==> config.mk <==
export PLATFORM = sky130hd
export DESIGN_NAME = keyed_count_table_unit_flat
export DESIGN_NICKNAME = d
export VERILOG_FILES = /design/src/design/kct_pkg.sv /design/src/design/kct_in_if.sv /design/src/design/kct_out_if.sv /design/src/design/kct_entry_ram.sv /design/src/design/kct_ctrl.sv /design/src/design/keyed_count_table_unit.sv /design/src/flat_wrapper.sv
export VERILOG_INCLUDE_DIRS = /design/src /design/src/design
export SDC_FILE = /design/constraint.sdc
export NUM_CORES = 1
export LEC_CHECK = 0
export ABC_AREA = 1
export BUFFER_PORTS_ARGS = -buffer_cell sky130_fd_sc_hd__buf_4
export CORE_MARGIN = 8
export CORE_UTILIZATION = 57
export DETAILED_ROUTE_END_ITERATION = 8
export PLACE_DENSITY_LB_ADDON = 0.1
export REMOVE_ABC_BUFFERS = 1
export SETUP_SLACK_MARGIN = 0.5
export SLEW_MARGIN = 20
export SYNTH_ARGS = -nofsm -noshare
export SYNTH_HDL_FRONTEND = slang
export SYNTH_SLANG_ARGS = --single-unit
export TNS_END_PERCENT = 30
==> constraint.sdc <==
create_clock -name clk_i -period 6.2 [get_ports clk_i]
set_input_delay 1.24 -clock clk_i [delete_from_list [all_inputs] [get_ports clk_i]]
set_output_delay 1.24 -clock clk_i [all_outputs]
set_load 0.1 [all_outputs]
==> src/design/keyed_count_table_unit_defines.svh <==
// Assertion macros shared by the keyed count table RTL.
// Each macro samples on clk_i and is disabled while rst_ni is low.
`ifndef KEYED_COUNT_TABLE_UNIT_DEFINES_SVH
`define KEYED_COUNT_TABLE_UNIT_DEFINES_SVH

// Same-cycle implication.
`define KCT_ASSERT_IMPL(lbl, ante, cons, msg) \
  lbl: assert property (@(posedge clk_i) disable iff (!rst_ni) (ante) |-> (cons)) \
    else $error(msg);

// Next-cycle implication.
`define KCT_ASSERT_NEXT(lbl, ante, cons, msg) \
  lbl: assert property (@(posedge clk_i) disable iff (!rst_ni) (ante) |=> (cons)) \
    else $error(msg);

`endif

==> src/design/kct_pkg.sv <==
// Shared constants, types and helper functions of the keyed count table.
// No dependencies; the interfaces, the controller and the top refer to it by scoped name.
`timescale 1ns / 1ps
`default_nettype none

package kct_pkg;

  localparam int unsigned ENTRIES    = 16;
  localparam int unsigned KEY_BITS   = 16;
  localparam int unsigned COUNT_BITS = 24;

  localparam int unsigned IDX_W       = (ENTRIES > 1) ? $clog2(ENTRIES) : 1;
  localparam int unsigned IN_KEY_W    = 16;
  localparam int unsigned QTY_W       = 16;
  localparam int unsigned OP_W        = 2;
  localparam int unsigned OUT_COUNT_W = 24;
  localparam int unsigned STATUS_W    = 3;
  localparam int unsigned QMAG_W      = QTY_W - 1;
  localparam int unsigned SUM_W       = ((COUNT_BITS > QMAG_W) ? COUNT_BITS : QMAG_W) + 1;

  localparam logic [OP_W-1:0] OP_ADD    = 2'd0;
  localparam logic [OP_W-1:0] OP_REMOVE = 2'd1;
  localparam logic [OP_W-1:0] OP_QUERY  = 2'd2;

  typedef enum logic [STATUS_W-1:0] {
    ST_DONE      = 3'd0,
    ST_BAD_KEY   = 3'd1,
    ST_IGNORED   = 3'd2,
    ST_FULL      = 3'd3,
    ST_NOT_FOUND = 3'd4,
    ST_SATURATED = 3'd5
  } status_e;

  typedef struct packed {
    logic [KEY_BITS-1:0]   key;
    logic [COUNT_BITS-1:0] count;
  } entry_t;

  typedef struct packed {
    logic [OUT_COUNT_W-1:0] count;
    logic                   present;
    status_e                status;
  } result_t;

  function automatic logic [KEY_BITS-1:0] to_key(input logic [IN_KEY_W-1:0] tag);
    logic [63:0] w;
    w = 64'(tag);
    return w[KEY_BITS-1:0];
  endfunction

  function automatic logic [OUT_COUNT_W-1:0] to_out_count(input logic [COUNT_BITS-1:0] c);
    logic [63:0] w;
    w = 64'(c);
    return w[OUT_COUNT_W-1:0];
  endfunction

endpackage

`default_nettype wire

==> src/design/kct_in_if.sv <==
// Input channel of the keyed count table: valid/ready plus one operation item.
// Depends on kct_pkg for field widths.
`timescale 1ns / 1ps
`default_nettype none

interface kct_in_if;
  logic                               valid;
  logic                               ready;
  logic        [kct_pkg::OP_W-1:0]     operation;
  logic        [kct_pkg::IN_KEY_W-1:0] tag_key;
  logic signed [kct_pkg::QTY_W-1:0]    quantity;

  modport source (output valid, output operation, output tag_key, output quantity,
                  input ready);
  modport sink   (input valid, input operation, input tag_key, input quantity,
                  output ready);
endinterface

`default_nettype wire

==> src/design/kct_out_if.sv <==
// Result channel of the keyed count table: valid/ready plus one result item.
// Depends on kct_pkg for field widths.
`timescale 1ns / 1ps
`default_nettype none

interface kct_out_if;
  logic                                valid;
  logic                                ready;
  logic [kct_pkg::OUT_COUNT_W-1:0]     count;
  logic                                present;
  logic [kct_pkg::STATUS_W-1:0]        status;

  modport source (output valid, output count, output present, output status,
                  input ready);
  modport sink   (input valid, input count, input present, input status,
                  output ready);
endinterface

`default_nettype wire

==> src/design/kct_entry_ram.sv <==
// Generic simple dual-port RAM, one write and one read port, registered read data.
// No package dependency; holds the key/count entries of the table.
`timescale 1ns / 1ps
`default_nettype none

module kct_entry_ram #(
  parameter int unsigned DEPTH = 16,
  parameter int unsigned WIDTH = 40,
  parameter int unsigned AW    = (DEPTH > 1) ? $clog2(DEPTH) : 1
) (
  input  logic             clk_i,
  input  logic             we_i,
  input  logic [AW-1:0]    waddr_i,
  input  logic [WIDTH-1:0] wdata_i,
  input  logic             re_i,
  input  logic [AW-1:0]    raddr_i,
  output logic [WIDTH-1:0] rdata_o
);

  logic [WIDTH-1:0] mem [DEPTH];
  logic [WIDTH-1:0] rdata_q;

  always_ff @(posedge clk_i) begin
    if (we_i) begin
      mem[waddr_i] <= wdata_i;
    end
  end

  always_ff @(posedge clk_i) begin
    if (re_i) begin
      rdata_q <= mem[raddr_i];
    end
  end

  assign rdata_o = rdata_q;

endmodule

`default_nettype wire

==> src/design/kct_ctrl.sv <==
// Sequencer of the keyed count table: scans the entry RAM, holds the valid flags,
// computes the update and writes it back. Depends on kct_pkg, kct_in_if, the macro header.
`timescale 1ns / 1ps
`default_nettype none
`include "keyed_count_table_unit_defines.svh"

module kct_ctrl (
  input  logic                          clk_i,
  input  logic                          rst_ni,
  kct_in_if.sink                        in_i,
  output logic                          ram_we_o,
  output logic [kct_pkg::IDX_W-1:0]     ram_waddr_o,
  output kct_pkg::entry_t               ram_wdata_o,
  output logic                          ram_re_o,
  output logic [kct_pkg::IDX_W-1:0]     ram_raddr_o,
  input  kct_pkg::entry_t               ram_rdata_i,
  output logic                          res_valid_o,
  input  logic                          res_ready_i,
  output kct_pkg::result_t              res_o
);

  localparam logic [1:0] S_IDLE  = 2'd0;
  localparam logic [1:0] S_SCAN  = 2'd1;
  localparam logic [1:0] S_DRAIN = 2'd2;
  localparam logic [1:0] S_EXEC  = 2'd3;

  localparam int unsigned IW = kct_pkg::IDX_W;
  localparam int unsigned CW = kct_pkg::COUNT_BITS;
  localparam int unsigned SW = kct_pkg::SUM_W;
  localparam logic [IW-1:0] LAST_IDX  = IW'(kct_pkg::ENTRIES - 1);
  localparam logic [CW-1:0] COUNT_MAX = {CW{1'b1}};

  logic [1:0]                         state_q, state_d;
  logic [kct_pkg::OP_W-1:0]           op_q;
  logic [kct_pkg::KEY_BITS-1:0]       key_q;
  logic signed [kct_pkg::QTY_W-1:0]   qty_q;
  logic [IW-1:0]                      scan_idx_q;
  logic [IW-1:0]                      cmp_idx_q;
  logic                               cmp_vld_q;
  logic                               hit_q;
  logic [IW-1:0]                      hit_idx_q;
  logic [CW-1:0]                      hit_cnt_q;
  logic                               free_q;
  logic [IW-1:0]                      free_idx_q;
  logic [kct_pkg::ENTRIES-1:0]        valid_q;

  logic            in_fire;
  logic            exec_fire;
  logic            cmp_match;
  logic            cmp_free;
  logic            qpos;
  logic [SW-1:0]   q_ext;
  logic [SW-1:0]   base_ext;
  logic [SW-1:0]   sum_ext;
  logic [SW-1:0]   diff_ext;
  logic            upd_we;
  logic            valid_set;
  logic            valid_clr;
  logic [IW-1:0]   upd_idx;
  logic [CW-1:0]   upd_cnt;
  logic [CW-1:0]   cnt_full;
  logic            res_present;
  kct_pkg::status_e res_status;

  assign in_i.ready  = (state_q == S_IDLE);
  assign in_fire     = in_i.valid && in_i.ready;
  assign res_valid_o = (state_q == S_EXEC);
  assign exec_fire   = res_valid_o && res_ready_i;

  // Read one entry per scan cycle; the registered read data comes back in the next cycle.
  assign ram_re_o    = (state_q == S_SCAN);
  assign ram_raddr_o = scan_idx_q;

  assign cmp_match = cmp_vld_q && valid_q[cmp_idx_q] && (ram_rdata_i.key == key_q);
  assign cmp_free  = cmp_vld_q && !valid_q[cmp_idx_q];

  always_comb begin
    state_d = state_q;
    case (state_q)
      S_IDLE: begin
        if (in_fire) begin
          state_d = S_SCAN;
        end
      end
      S_SCAN: begin
        if (scan_idx_q == LAST_IDX) begin
          state_d = S_DRAIN;
        end
      end
      S_DRAIN: begin
        state_d = S_EXEC;
      end
      S_EXEC: begin
        if (res_ready_i) begin
          state_d = S_IDLE;
        end
      end
      default: begin
        state_d = S_IDLE;
      end
    endcase
  end

  always_ff @(posedge clk_i or negedge rst_ni) begin
    if (!rst_ni) begin
      state_q    <= S_IDLE;
      scan_idx_q <= '0;
      cmp_vld_q  <= 1'b0;
      hit_q      <= 1'b0;
      free_q     <= 1'b0;
      valid_q    <= '0;
    end else begin
      state_q   <= state_d;
      cmp_vld_q <= (state_q == S_SCAN);
      if (in_fire) begin
        scan_idx_q <= '0;
        hit_q      <= 1'b0;
        free_q     <= 1'b0;
      end else if (state_q == S_SCAN) begin
        scan_idx_q <= scan_idx_q + 1'b1;
      end
      if (cmp_match && !hit_q) begin
        hit_q <= 1'b1;
      end
      // Keep the lowest free slot.
      if (cmp_free && !free_q) begin
        free_q <= 1'b1;
      end
      if (exec_fire && valid_set) begin
        valid_q[upd_idx] <= 1'b1;
      end else if (exec_fire && valid_clr) begin
        valid_q[upd_idx] <= 1'b0;
      end
    end
  end

  always_ff @(posedge clk_i) begin
    if (in_fire) begin
      op_q  <= in_i.operation;
      key_q <= kct_pkg::to_key(in_i.tag_key);
      qty_q <= in_i.quantity;
    end
    if (state_q == S_SCAN) begin
      cmp_idx_q <= scan_idx_q;
    end
    if (cmp_match && !hit_q) begin
      hit_idx_q <= cmp_idx_q;
      hit_cnt_q <= ram_rdata_i.count;
    end
    if (cmp_free && !free_q) begin
      free_idx_q <= cmp_idx_q;
    end
  end

  assign qpos     = (qty_q != '0) && !qty_q[kct_pkg::QTY_W-1];
  assign q_ext    = SW'(qty_q[kct_pkg::QMAG_W-1:0]);
  assign base_ext = hit_q ? SW'(hit_cnt_q) : '0;
  assign sum_ext  = base_ext + q_ext;
  assign diff_ext = base_ext - q_ext;

  always_comb begin
    upd_we      = 1'b0;
    valid_set   = 1'b0;
    valid_clr   = 1'b0;
    upd_idx     = hit_idx_q;
    upd_cnt     = hit_cnt_q;
    cnt_full    = '0;
    res_present = 1'b0;
    res_status  = kct_pkg::ST_DONE;
    if (key_q == '0) begin
      res_status = kct_pkg::ST_BAD_KEY;
    end else if (op_q != kct_pkg::OP_ADD && op_q != kct_pkg::OP_REMOVE) begin
      if (hit_q) begin
        cnt_full    = hit_cnt_q;
        res_present = 1'b1;
      end
    end else if (!qpos) begin
      res_status = kct_pkg::ST_IGNORED;
      if (hit_q) begin
        cnt_full    = hit_cnt_q;
        res_present = 1'b1;
      end
    end else if (op_q == kct_pkg::OP_ADD) begin
      if (!hit_q && !free_q) begin
        res_status = kct_pkg::ST_FULL;
      end else begin
        upd_we    = 1'b1;
        valid_set = 1'b1;
        upd_idx   = hit_q ? hit_idx_q : free_idx_q;
        if (sum_ext > SW'(COUNT_MAX)) begin
          upd_cnt    = COUNT_MAX;
          res_status = kct_pkg::ST_SATURATED;
        end else begin
          upd_cnt = sum_ext[CW-1:0];
        end
        cnt_full    = upd_cnt;
        res_present = 1'b1;
      end
    end else begin
      if (!hit_q) begin
        res_status = kct_pkg::ST_NOT_FOUND;
      end else if (base_ext <= q_ext) begin
        // Drop the entry once the count would fall below one.
        valid_clr = 1'b1;
      end else begin
        upd_we      = 1'b1;
        upd_cnt     = diff_ext[CW-1:0];
        cnt_full    = upd_cnt;
        res_present = 1'b1;
      end
    end
  end

  assign ram_we_o          = exec_fire && upd_we;
  assign ram_waddr_o       = upd_idx;
  assign ram_wdata_o.key   = key_q;
  assign ram_wdata_o.count = upd_cnt;

  assign res_o.count   = kct_pkg::to_out_count(cnt_full);
  assign res_o.present = res_present;
  assign res_o.status  = res_status;

  `KCT_ASSERT_IMPL(a_write_on_result, ram_we_o, res_valid_o && res_ready_i,
    "entry RAM written outside a delivered result")
  `KCT_ASSERT_IMPL(a_present_nonzero, res_valid_o && res_present, cnt_full != '0,
    "present result carries a zero count")
  `KCT_ASSERT_IMPL(a_free_slot_unused, free_q && (state_q == S_EXEC), !valid_q[free_idx_q],
    "recorded free slot is marked valid")
  `KCT_ASSERT_NEXT(a_alloc_marks_valid, exec_fire && valid_set, valid_q[$past(upd_idx)],
    "allocated entry not marked valid")
  `KCT_ASSERT_NEXT(a_scan_ends, (state_q == S_SCAN) && (scan_idx_q == LAST_IDX),
    state_q == S_DRAIN, "scan did not end after the last entry")

endmodule

`default_nettype wire

==> src/design/keyed_count_table_unit.sv <==
// Keyed count table: fully associative key/count store with add, remove and query.
// Flow: an accepted transaction passes a scan state that reads every entry in turn over
// the single RAM read port, a drain state, then an execute state that writes the update.
// A new item is taken only once the last result has entered the output register.
// Reset: valid flags clear at once, so the table is empty with no clearing pass.
`timescale 1ns / 1ps
`default_nettype none

module keyed_count_table_unit (
  input  logic       clk_i,
  input  logic       rst_ni,
  kct_in_if.sink     in_i,
  kct_out_if.source  out_o
);

  logic                          ram_we;
  logic [kct_pkg::IDX_W-1:0]     ram_waddr;
  kct_pkg::entry_t               ram_wdata;
  logic                          ram_re;
  logic [kct_pkg::IDX_W-1:0]     ram_raddr;
  kct_pkg::entry_t               ram_rdata;
  logic                          res_valid;
  logic                          res_ready;
  kct_pkg::result_t              res;

  logic                          out_vld_q;
  kct_pkg::result_t              out_q;

  kct_ctrl u_ctrl (
    .clk_i       (clk_i),
    .rst_ni      (rst_ni),
    .in_i        (in_i),
    .ram_we_o    (ram_we),
    .ram_waddr_o (ram_waddr),
    .ram_wdata_o (ram_wdata),
    .ram_re_o    (ram_re),
    .ram_raddr_o (ram_raddr),
    .ram_rdata_i (ram_rdata),
    .res_valid_o (res_valid),
    .res_ready_i (res_ready),
    .res_o       (res)
  );

  kct_entry_ram #(
    .DEPTH (kct_pkg::ENTRIES),
    .WIDTH ($bits(kct_pkg::entry_t)),
    .AW    (kct_pkg::IDX_W)
  ) u_entry_ram (
    .clk_i   (clk_i),
    .we_i    (ram_we),
    .waddr_i (ram_waddr),
    .wdata_i (ram_wdata),
    .re_i    (ram_re),
    .raddr_i (ram_raddr),
    .rdata_o (ram_rdata)
  );

  // Output register: take a new result when empty or when the current one leaves.
  assign res_ready = !out_vld_q || out_o.ready;

  always_ff @(posedge clk_i or negedge rst_ni) begin
    if (!rst_ni) begin
      out_vld_q <= 1'b0;
    end else if (res_valid && res_ready) begin
      out_vld_q <= 1'b1;
    end else if (out_o.ready) begin
      out_vld_q <= 1'b0;
    end
  end

  always_ff @(posedge clk_i) begin
    if (res_valid && res_ready) begin
      out_q <= res;
    end
  end

  assign out_o.valid   = out_vld_q;
  assign out_o.count   = out_q.count;
  assign out_o.present = out_q.present;
  assign out_o.status  = out_q.status;

endmodule

`default_nettype wire
==> src/flat_wrapper.sv <==
// flat-port wrapper written by rule: the top's interface ports become plain ports
module keyed_count_table_unit_flat 
  (clk_i, rst_ni, in_i_valid, in_i_operation, in_i_tag_key, in_i_quantity, in_i_ready, out_o_valid, out_o_count, out_o_present, out_o_status, out_o_ready);
  kct_in_if in_i_i ();
  kct_out_if out_o_i ();
  input  logic clk_i;
  input  logic rst_ni;
  input wire logic [$bits(in_i_i.valid)-1:0] in_i_valid;
  input wire logic [$bits(in_i_i.operation)-1:0] in_i_operation;
  input wire logic [$bits(in_i_i.tag_key)-1:0] in_i_tag_key;
  input wire logic [$bits(in_i_i.quantity)-1:0] in_i_quantity;
  output wire logic [$bits(in_i_i.ready)-1:0] in_i_ready;
  output wire logic [$bits(out_o_i.valid)-1:0] out_o_valid;
  output wire logic [$bits(out_o_i.count)-1:0] out_o_count;
  output wire logic [$bits(out_o_i.present)-1:0] out_o_present;
  output wire logic [$bits(out_o_i.status)-1:0] out_o_status;
  input wire logic [$bits(out_o_i.ready)-1:0] out_o_ready;
  assign in_i_i.valid = in_i_valid;
  assign in_i_i.operation = in_i_operation;
  assign in_i_i.tag_key = in_i_tag_key;
  assign in_i_i.quantity = in_i_quantity;
  assign in_i_ready = in_i_i.ready;
  assign out_o_valid = out_o_i.valid;
  assign out_o_count = out_o_i.count;
  assign out_o_present = out_o_i.present;
  assign out_o_status = out_o_i.status;
  assign out_o_i.ready = out_o_ready;
  keyed_count_table_unit u_core (.clk_i(clk_i), .rst_ni(rst_ni), .in_i(in_i_i), .out_o(out_o_i));
endmodule
==> impl_metrics.toml, run 1 <==
[status]
status = "finished, final reports clean"

[synthesis]
ys_seq_elements = 804
yosysSeqAreaShare_pct = 66.77
syn_inst = 3134
postSynthAreaPerCell_um2 = 11.48
synth_cell_types = 46
synth_top_area_share_pct = 64.96
ys_warn_count = 0
async_flop_share_pct = 3.234
ys.flop_type = "edfxtp_1"
yosysTopAreaCell = "edfxtp_1"
syn_area_um2 = 35970
synth-edff-count = 778
synth_area_leaders = "edfxtp_1 65%, nand2_1 5.1%, mux2i_1 4.6%"

[worst_setup_path]
cp_top_family = "simple AND/OR/NAND/NOR gates"
critPathMaxStageDelay_ns = 0.81
cp.arrival_ns = 4.79
required_ns = 6.44
crit_path_max_fanout = 40
cp_common_cell = "nand2_1"
crit_path_end_kind = "register"
crit_buf_inv = 4
cp_slowest_cell = "dfrtp_2"
path_cells = "nand2_1 > nand2_1 > nand2_1 > inv_1 > ha_1 > inv_1 > nand2_1 > nand2_1 > nand2_1 > nand2_1 > nand2_2 > nand2_1 > nand2_2 > nand3_1 > nand2_1 > nand3_2 > buf_4 > nor3_4 > buf_4"
worstSetupPathType = "reg2reg"
start_kind = "register"

[floorplan]
start_util_pct = 57.33
die-width_um = 267.2
dieArea_um2 = 71390
rows = 92
ioPinCount = 68
die_h_um = 267.2
core-area_um2 = 62740

[place]
io_buffers = 67
gp_congestion = 0.9752
pre_cts_slack_ns = 1.699
dpl.hpwl_mm = 58.41

[sta]
period_share_pct = 73.33
relSlewSlack_pct = 32.60
final.setup.worst_slack_ns = 1.653
worst_slew_pin_slew_ns = 1.011
finalSetupViolCount = 0
drv_slew = 0
hold_viol = 0
max_freq_mhz = 219.9
rsz0062_at_grt = "false"
fin_worst_skew_ns = 0.03264
min_period_ns = 4.547
holdWs_ns = 0.4144

[finish]
multi_input_comb_area_um2 = 10020
final_common_cell = "edfxtp_1"
nets = 3242
area_delta_synth_final_pct = 11.94
drive_above_1_share_pct = 9.818
ff_latch_area_um2 = 24030
post-route-util_pct = 64.17
mostFrequentLayoutCells = "778 x edfxtp_1, 484 x nand2_1, 352 x inv_1"
insertedDiodeCount = 0
nFillCells = 4796

[clocking]
root_buffer = "clkbuf_16"
cts_htree_levels = 3
postCtsSetupBuffers = 0
tritoncts = "done"
clk_pin_slew_ns = 0.06
post_cts_resized = 0
clock-sinks = 804
cts_buffers = 82
clockBufferDepth = 3
holdBufCountCts = 0
clk_latency_ns = 0.64

[detailed_routing]
postRouteAntennaNets = 0
drt-wirelength-per-cell_um = 23.48
drt-total-wl_mm = 96.13
vias = 24279
first_pass_iters = 6
drt-initial-drc-count = 2369
drc = 0
via_per_inst = 5.929

[global_route]
grt_pass1_wl_mm = 144.9
gr-total-overflow = 0
antenna_found_initial = 0
grt_usage_pct = 26.82
first_global_vias = 23818
grt_max_degree = 142

[pwr]
design_power_total_w = 0.01651
leakage_nw = 15.59
powerDensity_nw_per_um2 = 410.1
ir_drop_uv = 317.9

[job]
max-cap-violations = 0

[min_path]
hold_path.class = "reg2reg"
-- path summary, 6_finish.rpt --
kind | slack (ns) | startpoint | to | cells after the start
setup / recovery | 1.65 | u_core.u_ctrl.hit_q | u_core.u_entry_ram.mem[10][11] | 19
hold / removal | 0.41 | u_core.u_entry_ram.rdata_o[4] | u_core.u_ctrl.hit_cnt_q[4] | 0
setup reg to reg | 1.65 | u_core.u_ctrl.hit_q | u_core.u_entry_ram.mem[10][11] | 19
hold reg to reg | 0.41 | u_core.u_entry_ram.rdata_o[4] | u_core.u_ctrl.hit_cnt_q[4] | 0
max in group asynchronous | 5.36 | rst_ni | u_core.u_ctrl.hit_q | 1
min in group asynchronous | 0.52 | rst_ni | asynchronous set/reset pin | 1
-- stage by stage --
step                      TNS, ns  cell area [um^2]  std cells
after floorplan           -279.26             35320       2981
after global placement          0             37600       3949
after detailed placement        0             37600       3949
after CTS                       0             40260       4095
after global routing            0             40260       4095
final                           0             40260       4095
-- logic make-up (layout without fill, tap and decap cells) --
group / count (synthesis) / after routing / share of synthesized area [%]
compound gates: 672 / 672 / 10.73
simple gates: 932 / 932 / 11.17
buf+inv: 524 / 639 / 5.667
fa+ha+maj: 17 / 17 / 0.5914
xor+xnor: 21 / 21 / 0.5114
flops: 804 / 804 / 66.77
mux: 164 / 164 / 4.564
-- metal layers --
layer	GRT usage, %	vias to the layer above	share of wire [%]
met2	44.84	896	49
met1	35.95	11955	42
li1	-	11245	-
met4	9.337	0	3.2
met3	3.892	183	6.3
met5	0	-	0
-- synthesized netlist by cell type, types with 3 or more instances --
cell type / count
a211oi_1: 10
a21oi_1: 225
buf_1: 25
buf_2: 15
buf_4: 4
buf_6: 5
clkbuf_1: 104
dfrtp_1: 26
edfxtp_1: 778
ha_1: 17
inv_1: 354
inv_2: 16
mux2i_1: 164
nand2_1: 484
nand2_2: 19
nand3_1: 195
nand4_1: 24
nor2_1: 159
nor3_1: 24
nor3_2: 12
nor4_1: 5
o211ai_1: 164
o21ai_0: 234
o21ai_1: 19
o21ai_2: 3
o22ai_1: 4
xnor2_1: 3
xor2_1: 18
-- flip-flops by register name (all words and copies together) (netlist names), 4 cells and up, named ones only --
signal	count
u_core.u_ctrl.hit_cnt_q	24
u_core.u_ctrl.free_idx_q	4
u_core.u_ctrl.key_q	16
u_core.u_ctrl.qty_q	16
u_core.u_entry_ram.rdata_o	40
u_core.u_ctrl.hit_idx_q	4
u_core.u_ctrl.cmp_idx_q	4
u_core.u_entry_ram.mem	640
u_core.out_o.count	24
u_core.u_ctrl.ram_raddr_o	4
-- cell type report --
type,count,area share [%]
well taps,846,2.629
inverters,371,3.465
flip-flops and latches,804,59.68
clock inverters,42,1.172
repair buffers,122,2.741
clock buffers,104,5.429
multi-input cells,1806,24.88
-- where the power goes --
| part | switching (W) | internal (W) | leakage [nW] | total, W |
|---|---|---|---|---|
| Sequential | 0.000366 | 0.00659 | 7.36 | 0.00695 |
| Combinational | 0.00332 | 0.00138 | 6.93 | 0.00470 |
| Clock | 0.00205 | 0.00281 | 1.30 | 0.00486 |
| Total | 0.00574 | 0.0108 | 15.6 | 0.0165 |
Note: power is estimated with default switching activity, not from simulation.
==> run 2, diff against run 1 <==
- CORE_UTILIZATION: 57 -> 62
- clock period: 6.2 -> 4.41 ns (I/O delays scaled with it)
==> run 2 against run 1 <==
Against the previous run:
- via count grew 4.6%
- clock power grew 36%
- final cell count shrank 0.27%
- critical path type unchanged
- die area shrank 7.6%
- highest routed layer unchanged
- total power grew 44%
- non-clock buffer count grew 73
- utilization grew 7.1 points
- combinational power grew 56%
- critical path depth is the same
==> impl_metrics.toml, run 2 (synthesis results as in run 1) <==
[status]
status = "finished, final reports clean"

[clocking]
root_buffer = "clkbuf_16"
tritoncts = "done"
postCtsSetupBuffers = 0
clock-sinks = 804
holdBufCountCts = 0
clockBufferDepth = 3
cts_buffers = 80
clk_pin_slew_ns = 0.06
clk_latency_ns = 0.64
post_cts_resized = 0
cts_htree_levels = 3

[worst_setup_path]
r2r-start = "u_core.u_ctrl.hit_q"
cp_top_family = "simple AND/OR/NAND/NOR gates"
crit_path_max_fanout = 20
cp_common_cell = "nand2_1"
cp.arrival_ns = 4.07
worstSetupPathType = "reg2reg"
crit_buf_inv = 4
critPathMaxStageDelay_ns = 0.60
start_kind = "register"
required_ns = 4.75
crit_path_end_kind = "register"
crit_start = "u_core.u_ctrl.hit_q"
cp_slowest_cell = "dfrtp_1"
path_cells = "nand2_1 > nand2_1 > nand2_1 > inv_1 > ha_1 > inv_1 > nand2_1 > nand2_1 > nand2_1 > nand2_1 > nand2_2 > nand2_1 > nand2_2 > nand3_1 > nand2_1 > nand3_2 > buf_4 > nor3_4 > buf_12"

[pwr]
sw_frac_of_total_pct = 36.24
ir_drop_uv = 455.0
internal-power_w = 0.01511
seqPwrFrac_pct = 41.2
leakage_nw = 16.00
powerDensity_nw_per_um2 = 578.3
power_switching_w = 0.008587
comb_power_share_pct = 30.9
design_power_total_w = 0.02370
pwr-share-clk_pct = 27.9

[detailed_routing]
via_per_inst = 6.218
drt-initial-drc-count = 3230
drt-total-wl_mm = 102.7
vias = 25394
postRouteAntennaNets = 0
first_pass_iters = 6
drt-wirelength-per-cell_um = 25.15
drc = 0

[sta]
finalSetupViolCount = 0
worst_slew_pin_slew_ns = 1.147
min_period_ns = 3.726
drv_slew = 0
hold_viol = 0
rsz0062_at_grt = "true"
holdWs_ns = 0.1740
relSlewSlack_pct = 23.42
fin_worst_skew_ns = 0.03631
final.setup.worst_slack_ns = 0.6838
period_share_pct = 84.49
max_freq_mhz = 268.4

[job]
max-cap-violations = 0

[global_route]
grt_max_degree = 81
gr-total-overflow = 0
grt_usage_pct = 30.59
first_global_vias = 25283
antenna_found_initial = 0
grt_pass1_wl_mm = 153.9

[place]
dpl.hpwl_mm = 66.81
pre_cts_slack_ns = 0.6983
place_inst = 3941
gp_congestion = 0.9764
io_buffers = 67

[floorplan]
rows = 88
dieArea_um2 = 65970
core-area_um2 = 57480
start_util_pct = 62.58
die_h_um = 256.9
die-width_um = 256.9
ioPinCount = 68

[finish]
nets = 3313
insertedDiodeCount = 0
mostFrequentLayoutCells = "778 x edfxtp_1, 484 x nand2_1, 352 x inv_1"
drive_above_1_share_pct = 11.42
fin_cells = 4084
top_register = "u_core.u_entry_ram.mem"
final_common_cell = "edfxtp_1"
largest_reg_flops = 640
area_delta_synth_final_pct = 13.93

[min_path]
hold_path.class = "in2async"
## run 2: through the flow
stage	cell area (um^2)	utilization (%)	TNS (ns)
after detailed placement	38420	66.85	0
after CTS	40970	71.28	0
after floorplan	35320	-	-1132.95
after global placement	38420	66.85	0
final	40970	71.29	0
after global routing	40970	71.29	0
## run 2: final cells by class
type,count,area (um^2)
Clock buffer,97,2066
Timing Repair Buffer,195,2031
Fill cell,3880,16500
Clock inverter,46,481.7
Tap cell,765,957.2
Multi-Input combinational cell,1806,10020
Inverter,371,1395
Sequential cell,804,24030
## run 2: worst register-to-register path, cell delays in order, from the launching register on
cell and delay, ns:
dfrtp_1 0.60, nand2_1 0.23, nand2_1 0.14, nand2_1 0.16, inv_1 0.10, ha_1 0.13, inv_1 0.03, nand2_1 0.20
nand2_1 0.09, nand2_1 0.11, nand2_1 0.07, nand2_2 0.13, nand2_1 0.08, nand2_2 0.11, nand3_1 0.09, nand2_1 0.13
nand3_2 0.07, buf_4 0.26, nor3_4 0.42, buf_12 0.25
## run 2: routing by layer
layer	part of all wire, %	up-vias	track usage [%]
met5	0	-	0
met4	4.9	0	14.34
met3	9.7	288	5.989
met2	47	1535	49.52
met1	38	12195	39.86
li1	-	11376	-
## run 2: power groups by stage
stage	clock network [W]	logic [W]	registers, W
after floorplan	0	0.00325	0.0107
after global placement	0	0.00697	0.00988
after detailed placement	0	0.00715	0.00990
after CTS	0.00666	0.00724	0.00975
after global routing	0.00694	0.00783	0.00980
final	0.00662	0.00732	0.00976
## run 2: path summary, 6_finish.rpt
path | endpoint | slack, ns | cells past startpoint
worst max register to register | u_core.u_entry_ram.mem[7][10] | 0.68 | 19
worst min-delay path | u_core.u_ctrl.hit_q | 0.17 | 1
min in group clk_i | u_core.u_ctrl.hit_cnt_q[20] | 0.41 | 0
max in group asynchronous | u_core.u_ctrl.ram_raddr_o[0] | 3.91 | 1
worst min register to register | u_core.u_ctrl.hit_cnt_q[20] | 0.41 | 0
worst max-delay path | u_core.u_entry_ram.mem[7][10] | 0.68 | 19
